### src/rtl/hccm_pkg.sv
`default_nettype none
package hccm_pkg;

	localparam int KEYSYM_W = 29;
	localparam int BUTTON_W = 8;
	localparam int MOD_W    = 16;
	localparam int KIND_W   = 8;
	localparam int IN_DATA_W  = 72;
	localparam int OUT_DATA_W = 16;
	localparam int CFG_IDX_W  = 3;
	localparam int CFG_DATA_W = 29;
	localparam int HIT_W      = 4;

	localparam logic [1:0] OP_WRITE = 2'd0;
	localparam logic [1:0] OP_EVENT = 2'd1;
	localparam logic [1:0] OP_TICK  = 2'd2;

	localparam logic [CFG_IDX_W-1:0] CFG_ESC_KEYSYM  = 3'd0;
	localparam logic [CFG_IDX_W-1:0] CFG_ESC_BUTTON  = 3'd1;
	localparam logic [CFG_IDX_W-1:0] CFG_ESC_MOD     = 3'd2;
	localparam logic [CFG_IDX_W-1:0] CFG_ESC_KIND    = 3'd3;
	localparam logic [CFG_IDX_W-1:0] CFG_TIMEOUT     = 3'd4;

	typedef struct packed {
		logic [KIND_W-1:0]   kind;
		logic [MOD_W-1:0]    modfield;
		logic [BUTTON_W-1:0] button;
		logic [KEYSYM_W-1:0] keysym;
	} chord_t;

	localparam int CHORD_W = $bits(chord_t);

	typedef struct packed {
		logic tail;
		logic lock;
		logic replay;
	} flags_t;

	localparam int FLAGS_W = $bits(flags_t);

	typedef struct packed {
		logic chord_eq;
		logic kind_eq;
	} cmp_res_t;

endpackage
`default_nettype wire

### src/rtl/hccm_cmp.sv
`default_nettype none
module hccm_cmp (
	input  wire hccm_pkg::chord_t   chord,
	input  wire hccm_pkg::chord_t   ev,
	output hccm_pkg::cmp_res_t      res
);
	always_comb begin
		res.kind_eq  = (chord.kind == ev.kind);
		res.chord_eq = (chord.kind == ev.kind) && (chord.keysym == ev.keysym) &&
			(chord.button == ev.button) && (chord.modfield == ev.modfield);
	end
endmodule
`default_nettype wire

### config.mk
export PLATFORM = sky130hd
export DESIGN_NAME = hccm_cmp
export DESIGN_NICKNAME = d
export VERILOG_FILES = /design/src/rtl/hccm_pkg.sv /design/src/rtl/hccm_cmp.sv
export SDC_FILE = /design/constraint.sdc
export NUM_CORES = 1
export LEC_CHECK = 0
export ABC_AREA = 1
export BUFFER_PORTS_ARGS = -buffer_cell sky130_fd_sc_hd__clkbuf_2
export CAP_MARGIN = 5
export CORE_MARGIN = 2
export CORE_UTILIZATION = 31
export DETAILED_ROUTE_END_ITERATION = 7
export GPL_TIMING_DRIVEN = 0
export PLACE_DENSITY_LB_ADDON = 0.2
export SYNTH_ARGS = -nofsm -noshare
export SYNTH_HDL_FRONTEND = slang
export SYNTH_SLANG_ARGS = --single-unit
### constraint.sdc
create_clock -name vclk -period 1
set_clock_uncertainty 0.2 [all_clocks]
set_input_delay 0.1 -clock vclk [all_inputs]
set_output_delay 0.1 -clock vclk [all_outputs]
set_load 0.1 [all_outputs]
# Word level (Yosys, flattened, before mapping)
# Cells that the tools add are included.
# classes
eq_ne	4
reduce_logical	3
# op_table
cell	count
== test 29 bit	1
== test 16 bit	1
== test 8 bit	2
logical AND 1 bit	3
# word_totals
out_inout_bits	2
word_cells	7
reg_bits	0

# Longest topological paths before layout
# logic_depth
word_depth	4
mapped_depth	9
ltp_nobuf	9

# Worst setup path before layout
# Ideal clock, no wire load.
# synth_path
path_kind	input -> output
startpoint	input ev[58] in the netlist's numbering
endpoint	output res[1] in the netlist's numbering
t_arrival_ps	1829
path_stages	7
setup_slack_ps	-1129
path_buffers	0
required_ps	700
cell_sequence	xnor2_1 nand2_1 nor2_1 nand2_1 nor2_1 nand2_1 nor2_1
# synth_rtl
item	line_no	source
start, declared	hccm_cmp.sv:4	input wire hccm_pkg::chord_t ev,
end, declared	hccm_cmp.sv:5	output hccm_pkg::cmp_res_t res

==> results.py <==
metrics = {
    "grt": {
        "grt_usage_pct": 14.3,
        "grt_pass1_vias": 1168,
        "grt_overflow": 0,
        "antenna_found_initial": 0,
        "grt_start_max_net_pins": 3,
        "grt_pass1_wl_um": 3920,
    },
    "critical_path": {
        "crit_path_start_kind": "input port",
        "crit_path_end_kind": "output port",
        "crit_required_ns": 0.70,
        "critPathKind": "in -> out",
        "cp_max_fo": 1,
        "crit_arrival_ns": 1.10,
    },
    "sta": {
        "timing.final.crit_share_pct": 140,
        "slew_viol_final": 0,
        "fmax_ghz": 0.717,
        "tightest_slew_ns": 0.159,
        "setup-violations-final": 2,
        "tns_ns": -0.593,
        "rsz0062_at_grt": "true",
        "period_minus_slack_ns": 1.40,
        "setup_ws_ns": -0.396,
        "hold_viol": 0,
        "max_slew_margin_pct": 89.4,
    },
    "logic_synthesis": {
        "ys_seq_area_share_pct": 0,
        "syn_nets": 268,
        "yosysUniqueCellTypes": 7,
        "netlist_instances": 146,
        "netlist_area_um2": 823,
        "ys_warn_count": 0,
        "syn-mean-instance-area_um2": 5.64,
    },
    "floorplanning": {
        "dieArea_um2": 3080,
        "fp.dieH_um": 55.5,
        "die_x_um": 55.5,
        "pin_count": 124,
        "row_count": 18,
        "start_util_pct": 32.9,
        "fp.coreArea_um2": 2500,
    },
    "min_path": {
        "holdCritPathClass": "in -> out",
    },
    "pwr": {
        "p_per_area_nw_per_um2": 378,
        "ir_drop_mv": 0.255,
        "p_leak_nw": 0.947,
        "finalPower_uw": 622,
    },
    "finish": {
        "seq_cell_count": 0,
        "final_cells": 300,
        "mostFrequentLayoutCells": "clkbuf_2, nand2_1, xnor2_1",
        "seqCellArea_um2": 0,
        "fill_cells": 246,
        "area_growth_pct": 99.7,
        "multiInputGateArea_um2": 877,
        "antenna_cells": 0,
        "final_common_cell": "clkbuf_2",
        "drive_above_1_share_pct": 52.6,
        "n_clock_buffer": 0,
        "fin_nets": 394,
    },
    "route": {
        "drc": 0,
        "vias": 1228,
        "drt-total-wl_um": 2480,
        "first_iter_violations": 16,
        "via_per_inst": 4.09,
        "wire_per_inst_um": 8.28,
        "first_pass_iters": 2,
        "ant_nets": 0,
    },
    "placement": {
        "hpwl_um": 2300,
        "port_buffers": 124,
        "dp.cells": 300,
        "gp_congestion": 0.664,
        "dp_slack_ns": -0.669,
    },
    "run": {
        "maxCapViolCount": 0,
    },
    "run_status": {
        "outcome": "complete, but fails checks",
        "violations": "negative setup slack",
    },
}
-- cells by family after synthesis --
group / after synthesis / share of synthesized area, %
AND/OR/NAND/NOR: 77 / 35.7
buffers and inverters: 15 / 6.84
XOR/XNOR: 54 / 57.4
-- stage by stage --
stage	cell area (um^2)	hold WS [ns]	utilization (%)
2_1_floorplan	861	0.401	-
3_3_place_gp	1520	0.691	60.8
3_5_place_dp	1520	0.699	60.8
4_1_cts	1570	0.549	62.7
5_1_grt	1640	0.650	65.8
6_report	1640	0.574	65.8
-- cells in the mapped netlist --
library cell | instances | area [um^2]
nand2_1 | 52 | 195
xnor2_1 | 47 | 412
nor2_1 | 22 | 82.6
inv_1 | 15 | 56.3
xor2_1 | 7 | 61.3
nand3_1 | 2 | 10.0
nand4_1 | 1 | 6.26
-- power breakdown --
| part | internal [mW] | switching, mW | total (mW) |
|---|---|---|---|
| clock network | 0 | 0 | 0 |
| registers | 0 | 0 | 0 |
| logic | 0.383 | 0.239 | 0.622 |
-- final timing paths --
path,end,slack [ns],cells after the start,from
worst min-delay path,res[0],0.57,7,chord[54]
worst max-delay path,res[1],-0.40,9,ev[33]
-- area by class of cell --
type               instances  share of cell area, %
well taps                 30                   2.28
multi-input cells        131                   53.3
inverters                 15                   3.42
repair buffers           124                   40.9
-- metal layers --
layer  GRT usage [%]  vias up  wire length (um)
met1            13.1      483               712
li1                -      677                 -
met2            31.8       66              1490
met4            1.74        0                14
met5               0        -                 0
met3            2.34        2               268
-- repair_timing --
action / CTS / global route
gates resized for setup: 7 / 15
buffers inserted: 0 / 0
endpoints found under the setup margin: 2 / 2
pin swaps: 3 / 11
hold buffers: 0 / 0
hold endpoints to repair: 0 / 0
-- critical path: stages --
cell       delay (ns)
clkbuf_2         0.09
xnor2_1          0.16
nand2_1          0.07
nor2_1           0.09
nand2_1          0.07
nor2_2           0.12
nand2_2          0.07
nor2_4           0.11
clkbuf_16        0.20
No activity file was read; power rests on OpenSTA's default activity.
