--- config.mk ---
export PLATFORM = sky130hd
export DESIGN_NAME = hccm_ram
export DESIGN_NICKNAME = d
export VERILOG_FILES = /design/src/rtl/hccm_ram.sv
export SDC_FILE = /design/constraint.sdc
export NUM_CORES = 1
export LEC_CHECK = 0
export BUFFER_PORTS_ARGS = -buffer_cell sky130_fd_sc_hd__clkbuf_2
export CAP_MARGIN = 10
export CORE_MARGIN = 3
export CORE_UTILIZATION = 47
export CTS_CLUSTER_DIAMETER = 200
export DETAILED_ROUTE_END_ITERATION = 8
export HOLD_SLACK_MARGIN = 0.1
export PLACE_DENSITY_LB_ADDON = 0.25
export REMOVE_ABC_BUFFERS = 1
export SLEW_MARGIN = 0
export SYNTH_ARGS = -nofsm -noshare
export SYNTH_HDL_FRONTEND = slang
export SYNTH_SLANG_ARGS = --single-unit
--- constraint.sdc ---
create_clock -name clk -period 2.72 [get_ports clk]
set_clock_uncertainty 0.2 [all_clocks]
set_input_delay 0.544 -clock clk [delete_from_list [all_inputs] [get_ports clk]]
set_output_delay 0.544 -clock clk [all_outputs]
set_load 0.01 [all_outputs]
--- src/rtl/hccm_ram.sv ---
`default_nettype none
module hccm_ram #(
	parameter int WIDTH = 8,
	parameter int DEPTH = 16
) (
	input  wire logic                                   clk,
	input  wire logic                                   we,
	input  wire logic [(DEPTH > 1 ? $clog2(DEPTH) : 1)-1:0] waddr,
	input  wire logic [WIDTH-1:0]                       wdata,
	input  wire logic [(DEPTH > 1 ? $clog2(DEPTH) : 1)-1:0] raddr,
	output logic      [WIDTH-1:0]                       rdata
);
	logic [WIDTH-1:0] mem [DEPTH];

	always_ff @(posedge clk) begin
		if (we) begin
			mem[waddr] <= wdata;
		end
		rdata <= mem[raddr];
	end
endmodule
`default_nettype wire

# Yosys cells after proc, flatten, opt, wreduce, memory -nomap -nowiden
# Memories as Yosys holds them, arrays and structs flattened. A register that Yosys moved wholly into a read port is not among the register bits.
# Cells that the tools add are included.
dict set report totals {
  regBits 0
  ram_bits 128
  input_bits 18
  elab_cells 3
  mem_count 1
}
# memory words width read_ports rd_clocked_by_memory_dff write_ports line_no
set mem_list {}
lappend mem_list {mem 16 8 1 1 1 13} ;# logic [WIDTH-1:0] mem [DEPTH];
dict set report classes {
  mux 2
}
# op n
set ops {}
lappend ops {{1-bit 2-to-1 mux} 2}

# Depth between registers and ports, before layout
# Gate-level depths: netlist of the first run.
dict set report depth {
  depth_word 2
  mapped_depth 5
  ltp_nobuf 3
}

# Least setup slack after synthesis of the first run
# OpenSTA, ideal clock, no wires.
dict set report synth_path {
  kind {in2reg}
  start {in waddr[2] (netlist bit)}
  end {mem mem[0][0] (enable)}
  setup_ns 0.383
  arrival_ns 1.654
  setup_slack_ns 0.483
  cell_stages 2
  path_buffers 0
  cell_sequence {or3b_2 nor3_1}
}
# element line_no
set synth_lines {}
lappend synth_lines {{start, declared} 8} ;# input wire logic [(DEPTH > 1 ? $clog2(DEPTH) : 1)-1:0] waddr,
lappend synth_lines {{end, declared} 13}
# Straight into the memory's write port.

==> results of run 1 <==
sequential cells by signal, indices dropped and copies added (netlist names):
register and flops:
mem 128, rdata 8
cells in the final DEF (no fill, tap or decap), drive strengths merged, types with 4 or more instances in the layout:
cell and count:
nand2 9, mux4 32, clkbuf 43, dfxtp 8, a22oi 16, nor3 4, buf 20, nor2 13
edfxtp 128, bufinv 4, clkinv 5
power groups by stage:
stage          Clock, mW  Sequential, mW  Combinational (mW)
4_1_cts             2.39            2.36               0.225
3_5_place_dp           0            2.40               0.224
2_1_floorplan          0            2.40              0.0939
6_report            2.36            2.36               0.221
3_3_place_gp           0            2.40               0.220
5_1_grt             2.48            2.36               0.242
worst max-delay path: cells and delay by family:
| family | cells | cell delay, ps |
|---|---|---|
| buf+inv | 2 | 480 |
| compound gates | 1 | 300 |
| mux | 1 | 580 |
| simple gates | 1 | 80 |
routing by layer:
| metal | track usage | vias to the layer above |
|---|---|---|
| met3 | 0.0513 | 26 |
| met4 | 0.0846 | 0 |
| met5 | 0 | - |
| li1 | - | 1084 |
| met1 | 0.246 | 1300 |
| met2 | 0.278 | 115 |
worst min path at each step:
| stage | from | end | slack [ps] | depth (start not counted) |
|---|---|---|---|---|
| finish | wdata[5] | mem[1][5] | 240 | 1 |
| global route | wdata[3] | mem[5][3] | 250 | 1 |
| CTS | wdata[5] | mem[1][5] | 230 | 1 |
| detailed placement | mem[11][4] | rdata[4] | 460 | 3 |
| global placement | mem[11][2] | rdata[2] | 450 | 3 |
| floorplan | mem[7][0] | rdata[0] | 430 | 3 |
cells by family (layout without fill, tap and decap cells):
kind of cell	Yosys count	count (layout)
compound gates	16	16
buf+inv	10	77
flops	136	136
mux	32	32
simple gates	35	35
through the flow:
stage	hold WS, ps	utilization	instances
2_1_floorplan	429	-	219
3_3_place_gp	453	0.526	400
3_5_place_dp	461	0.526	400
4_1_cts	232	0.585	432
5_1_grt	255	0.585	432
6_report	244	0.585	432
final cells by class:
| class | instances | area (um2) |
|---|---|---|
| Sequential cell | 136 | 4000 |
| Fill cell | 739 | 4360 |
| Tap cell | 136 | 170 |
| Clock inverter | 14 | 199 |
| Clock buffer | 18 | 418 |
| Timing Repair Buffer | 45 | 300 |
| Multi-Input combinational cell | 83 | 1060 |
==> run_results.csv, run 1 <==
group,metric,value,unit
status,status,"finished, final reports clean",
setup_path,rr_worst_depth,3,
setup_path,cp_cell_sequence,"clkbuf_2 > buf_12 > mux4_1 > a22oi_1 > nand2_1",
setup_path,slowest_stage,"mux4_1",
synthesis,ys_ff_latch,136,
synthesis,synth_xor_area_frac,0,
route,drc_errors,0,
synthesis,async_reset_ff_frac,0,
global_route,grt_overflow,0,
setup_path,cp_data_required_time,2920,ps
placement,dp_worst_setup_slack,392,ps
route,wl_per_cell,23.7,um
synthesis,yosys-top-cells-count,"128 x edfxtp_1, 18 x mux4_2, 16 x a22oi_1, 14 x mux4_1, 13 x nor2_1",
sta,tns,0,ps
synthesis,synth-seq-area-share,0.778,
job,maxCapViolations,0,
pwr,p_sw,1.00,mW
cts,htreeDepth,4,
placement,port_buffers,25,
setup_path,timing.rr.start,"mem[3][7]",
synthesis,synthSimpleGateAreaFrac,0.0318,
sta,fin_crit_sh,0.663,
pwr,p_total,4.94,mW
cts,numCtsBuffers,17,
synthesis,syn_area_per_cell,22.5,um2
synthesis,synth_compound_area_frac,0.0233,
setup_path,crit_type,"input port to flip-flop",
floorplanning,die_x,111,um
route,dr_wl_met3,759,um
synthesis,synth_edf_count,128,
pwr,irDropWorstVdd,0.376,mV
synthesis,synth.most_common_cell,"edfxtp_1",
setup_path,r2r_setup_slack,1120,ps
setup_path,crit_fanout,17,
pwr,power_density,803,nW/um2
synthesis,synth_top_family_by_area,"multiplexers",
route,vias,2525,
pwr,combPwrFrac,0.045,
route,drt_iter0_drc,236,
cts,clock_latency,520,ps
global_route,grt_max_degree,33,
route,antenna_left,0,
setup_path,max_stage_delay,580,ps
global_route,grt.total_usage,0.182,
pwr,clkPwrFrac,0.478,
placement,placed_cell_area,5530,um2
synthesis,synth_mux_area_frac,0.150,
pwr,internal_power,3.93,mW
synthesis,yosys.area_share.adder,0,
sta,max_freq,0.555,GHz
sta,drv_slew,0,
cts,clock_path_buffers,2,
cts,root_buffer,"clkbuf_8",
synthesis,yosysTopAreaCell,"edfxtp_1",
route,m1WireLength,4300,um
global_route,grt_pass1_vias,2613,
setup_path,start_kind,"input port",
synthesis,synth_flop_cell,"edfxtp_1",
cts,post_cts_buffers,0,
route,via_per_inst,5.84,
global_route,grt_pass1_wl,16100,um
layout,area_growth,19.4,%
synthesis,yosys_warnings,0,
floorplanning,core-area,10500,um2
worst_hold_path,hp-class,"input port to flip-flop",
sta,tightest_slew,692,ps
cts,cts_sinks,136,
synthesis,postSynthCellCount,229,
setup_path,cp-startpoint,"raddr[0]",
layout,nets,301,
synthesis,syn_area,5150,um2
sta,hold_viol_final,0,
setup_path,endpoint,"rdata[2]",
layout,drive_above_1_share,0.321,
setup_path,r2r_end,"rdata[7]",
cts,clk_pin_slew_worst_paths,60,ps
placement,gp_congestion,0.721,
route,firstDrtPassIters,5,
synthesis,synth.area.top_cells,"edfxtp_1 75%, mux4_2 7.9%, mux4_1 7.1%",
route,wl_met2,4900,um
sta,rsz0062_at_grt,"false",
layout,fin_area,6150,um2
sta,finalCriticalPeriod,1800,ps
cts,ctsResizeCount,0,
global_route,grt_antenna_before_repair,0,
route,maxUsedRoutingLayer,"met4",
synthesis,synth_top_area_share,0.747,
floorplanning,fp.dieH,111,um
pwr,p_sw_frac,0.203,
cts,cts_tree,"done",
synthesis,synth.distinct_cells,19,
sta,finalSetupViolCount,0,
layout,n_antenna_cell,0,
floorplanning,die_area,12200,um2
floorplanning,rows,37,
pwr,leakagePower,2.11,nW
placement,dpl.hpwl,6340,um
floorplanning,io_pins,26,
cts,postCtsHoldBufs,0,
setup_path,crit_path_end_kind,"flip-flop",
sta,setup_slack,917,ps
floorplanning,start_util,0.490,
setup_path,critical_path_arrival,2000,ps
route,drt_wl_total,10200,um
pwr,seqPwrFrac,0.477,
sta,slew_headroom,0.537,
(Power assumes the default switching activity.)
==> inputs of run 2 (changes only) <==
==> constraint.sdc (replaced) <==
create_clock -name clk -period 1.63 [get_ports clk]
set_clock_uncertainty 0.2 [all_clocks]
set_input_delay 0.326 -clock clk [delete_from_list [all_inputs] [get_ports clk]]
set_output_delay 0.326 -clock clk [all_outputs]
set_load 0.01 [all_outputs]
==> run 2 against run 1 <==
Register-to-register slack lost 1100 ps. First-iteration DRC count is 33% lower. Clock-buffer cell count up 1. Sequential share of layout area fell by 1.9 points. Via count is 0.36% lower. Final area grew 3.0%. Utilization grew 1.7 points. Combinational power grew 84%. Sequential power increased by 67%. Non-clock buffer count grew 21. Final cell count grew 4.9%. Hold slack worse by 37 ps.
==> run_results.csv, run 2 (synthesis results as in run 1) <==
group,metric,value,unit
route,drt_iter0_drc,159,
route,wl_per_cell,22.2,um
global_route,grt_overflow,0,
setup_path,crit_path_end_kind,"flip-flop",
pwr,p_sw,1.66,mW
layout,area_growth,23.0,%
route,drt_wl_total,10000,um
route,vias,2516,
sta,rsz0062_at_grt,"false",
sta,finalSetupViolCount,0,
floorplanning,io_pins,26,
placement,dpl.hpwl,6440,um
global_route,grt_pass1_wl,16100,um
pwr,irDropWorstVdd,0.903,mV
global_route,grt_max_degree,19,
global_route,grt_antenna_before_repair,0,
setup_path,cp_data_required_time,1800,ps
layout,mostFrequentLayoutCells,"128 x edfxtp_1, 29 x buf_4, 25 x clkbuf_2",
cts,clk_pin_slew_worst_paths,60,ps
setup_path,crit_type,"flip-flop to flip-flop",
layout,max_flop_register,"mem",
setup_path,start_kind,"flip-flop",
job,maxCapViolations,0,
floorplanning,die_area,12200,um2
setup_path,crit_fanout,1,
sta,tns,0,ps
pwr,p_total,8.11,mW
placement,placed_cell_area,5650,um2
floorplanning,fp.dieH,111,um
pwr,leakagePower,2.20,nW
placement,port_buffers,25,
setup_path,timing.rr.start,"mem[2][4]",
route,drc_errors,0,
sta,hold_viol_final,0,
layout,drive_above_1_share,0.341,
global_route,grt.total_usage,0.178,
cts,post_cts_buffers,0,
global_route,grt_pass1_vias,2713,
layout,utilization,0.602,
layout,n_antenna_cell,0,
cts,clock_path_buffers,2,
pwr,seqPwrFrac,0.486,
sta,max_freq,0.639,GHz
layout,n_fill_cell,761,
cts,cts_tree,"done",
route,antenna_left,0,
layout,reg_top3,"mem (128), rdata (8)",
placement,dp.cells,413,
floorplanning,start_util,0.490,
pwr,internal_power,6.45,mW
layout,final_cells,453,
cts,clock_latency,510,ps
pwr,combPwrFrac,0.050,
pwr,p_sw_frac,0.205,
worst_hold_path,hp-class,"input port to flip-flop",
pwr,power_density,1280,nW/um2
pwr,clkPwrFrac,0.464,
sta,slew_headroom,0.426,
worst_hold_path,hp-start,"waddr[0]",
route,firstDrtPassIters,6,
cts,numCtsBuffers,17,
sta,setup_slack,65.8,ps
status,status,"finished, final reports clean",
layout,nets,322,
sta,timing.hold.ws,207,ps
setup_path,critical_path_arrival,1740,ps
sta,tightest_slew,858,ps
placement,dp_worst_setup_slack,-324,ps
layout,fin_area,6330,um2
setup_path,cp-startpoint,"mem[2][4]",
cts,root_buffer,"clkbuf_8",
floorplanning,die_x,111,um
sta,finalCriticalPeriod,1560,ps
sta,fin_crit_sh,0.960,
route,via_per_inst,5.55,
layout,largest_register_ffs,128,
floorplanning,rows,37,
layout,final_common_cell,"edfxtp_1",
floorplanning,core-area,10500,um2
placement,gp_congestion,0.721,
cts,cts_sinks,136,
cts,htreeDepth,4,
sta,drv_slew,0,
[run 2: repair_timing]
action / 4_1_cts / 5_1_grt
hold buffers: 8 / 0
hold endpoints to repair: 128 / 0
resized for setup: 0 / 1
setup endpoints to repair: 0 / 1
[run 2: power groups by stage]
stage / Combinational (mW) / Clock (mW) / Sequential, mW
2_1_floorplan: 0.157 / 0 / 4.01
3_3_place_gp: 0.387 / 0 / 4.01
3_5_place_dp: 0.394 / 0 / 4.01
4_1_cts: 0.414 / 3.81 / 3.94
5_1_grt: 0.444 / 4.02 / 3.94
6_report: 0.407 / 3.76 / 3.94
[run 2: cell type report]
cell class	instances	area, um2	area share
Timing Repair Buffer	66	503	0.0795
Clock buffer	19	422	0.0666
Tap cell	136	170	0.0269
Multi-Input combinational cell	83	1060	0.168
Sequential cell	136	4000	0.633
Clock inverter	13	169	0.0267
[run 2: critical path: stages (launching register included)]
cell      delay (ps)
edfxtp_1         380
mux4_2           460
a22oi_1          310
nand2_1           90
[run 2: worst paths after layout]
kind / endpoint / slack (ps) / cells past startpoint
setup / recovery: rdata[4] / 70 / 3
hold / removal: mem[0][0] / 210 / 3
setup reg to reg: rdata[4] / 70 / 3
hold reg to reg: rdata[5] / 480 / 3
[run 2: layer usage]
metal,track usage,part of all wire,wire length (um),vias up
met4,0.0484,0.012,117,0
met1,0.260,0.45,4480,1294
met3,0.0524,0.061,612,9
li1,-,-,-,1128
met5,0,0,0,-
met2,0.267,0.48,4830,85
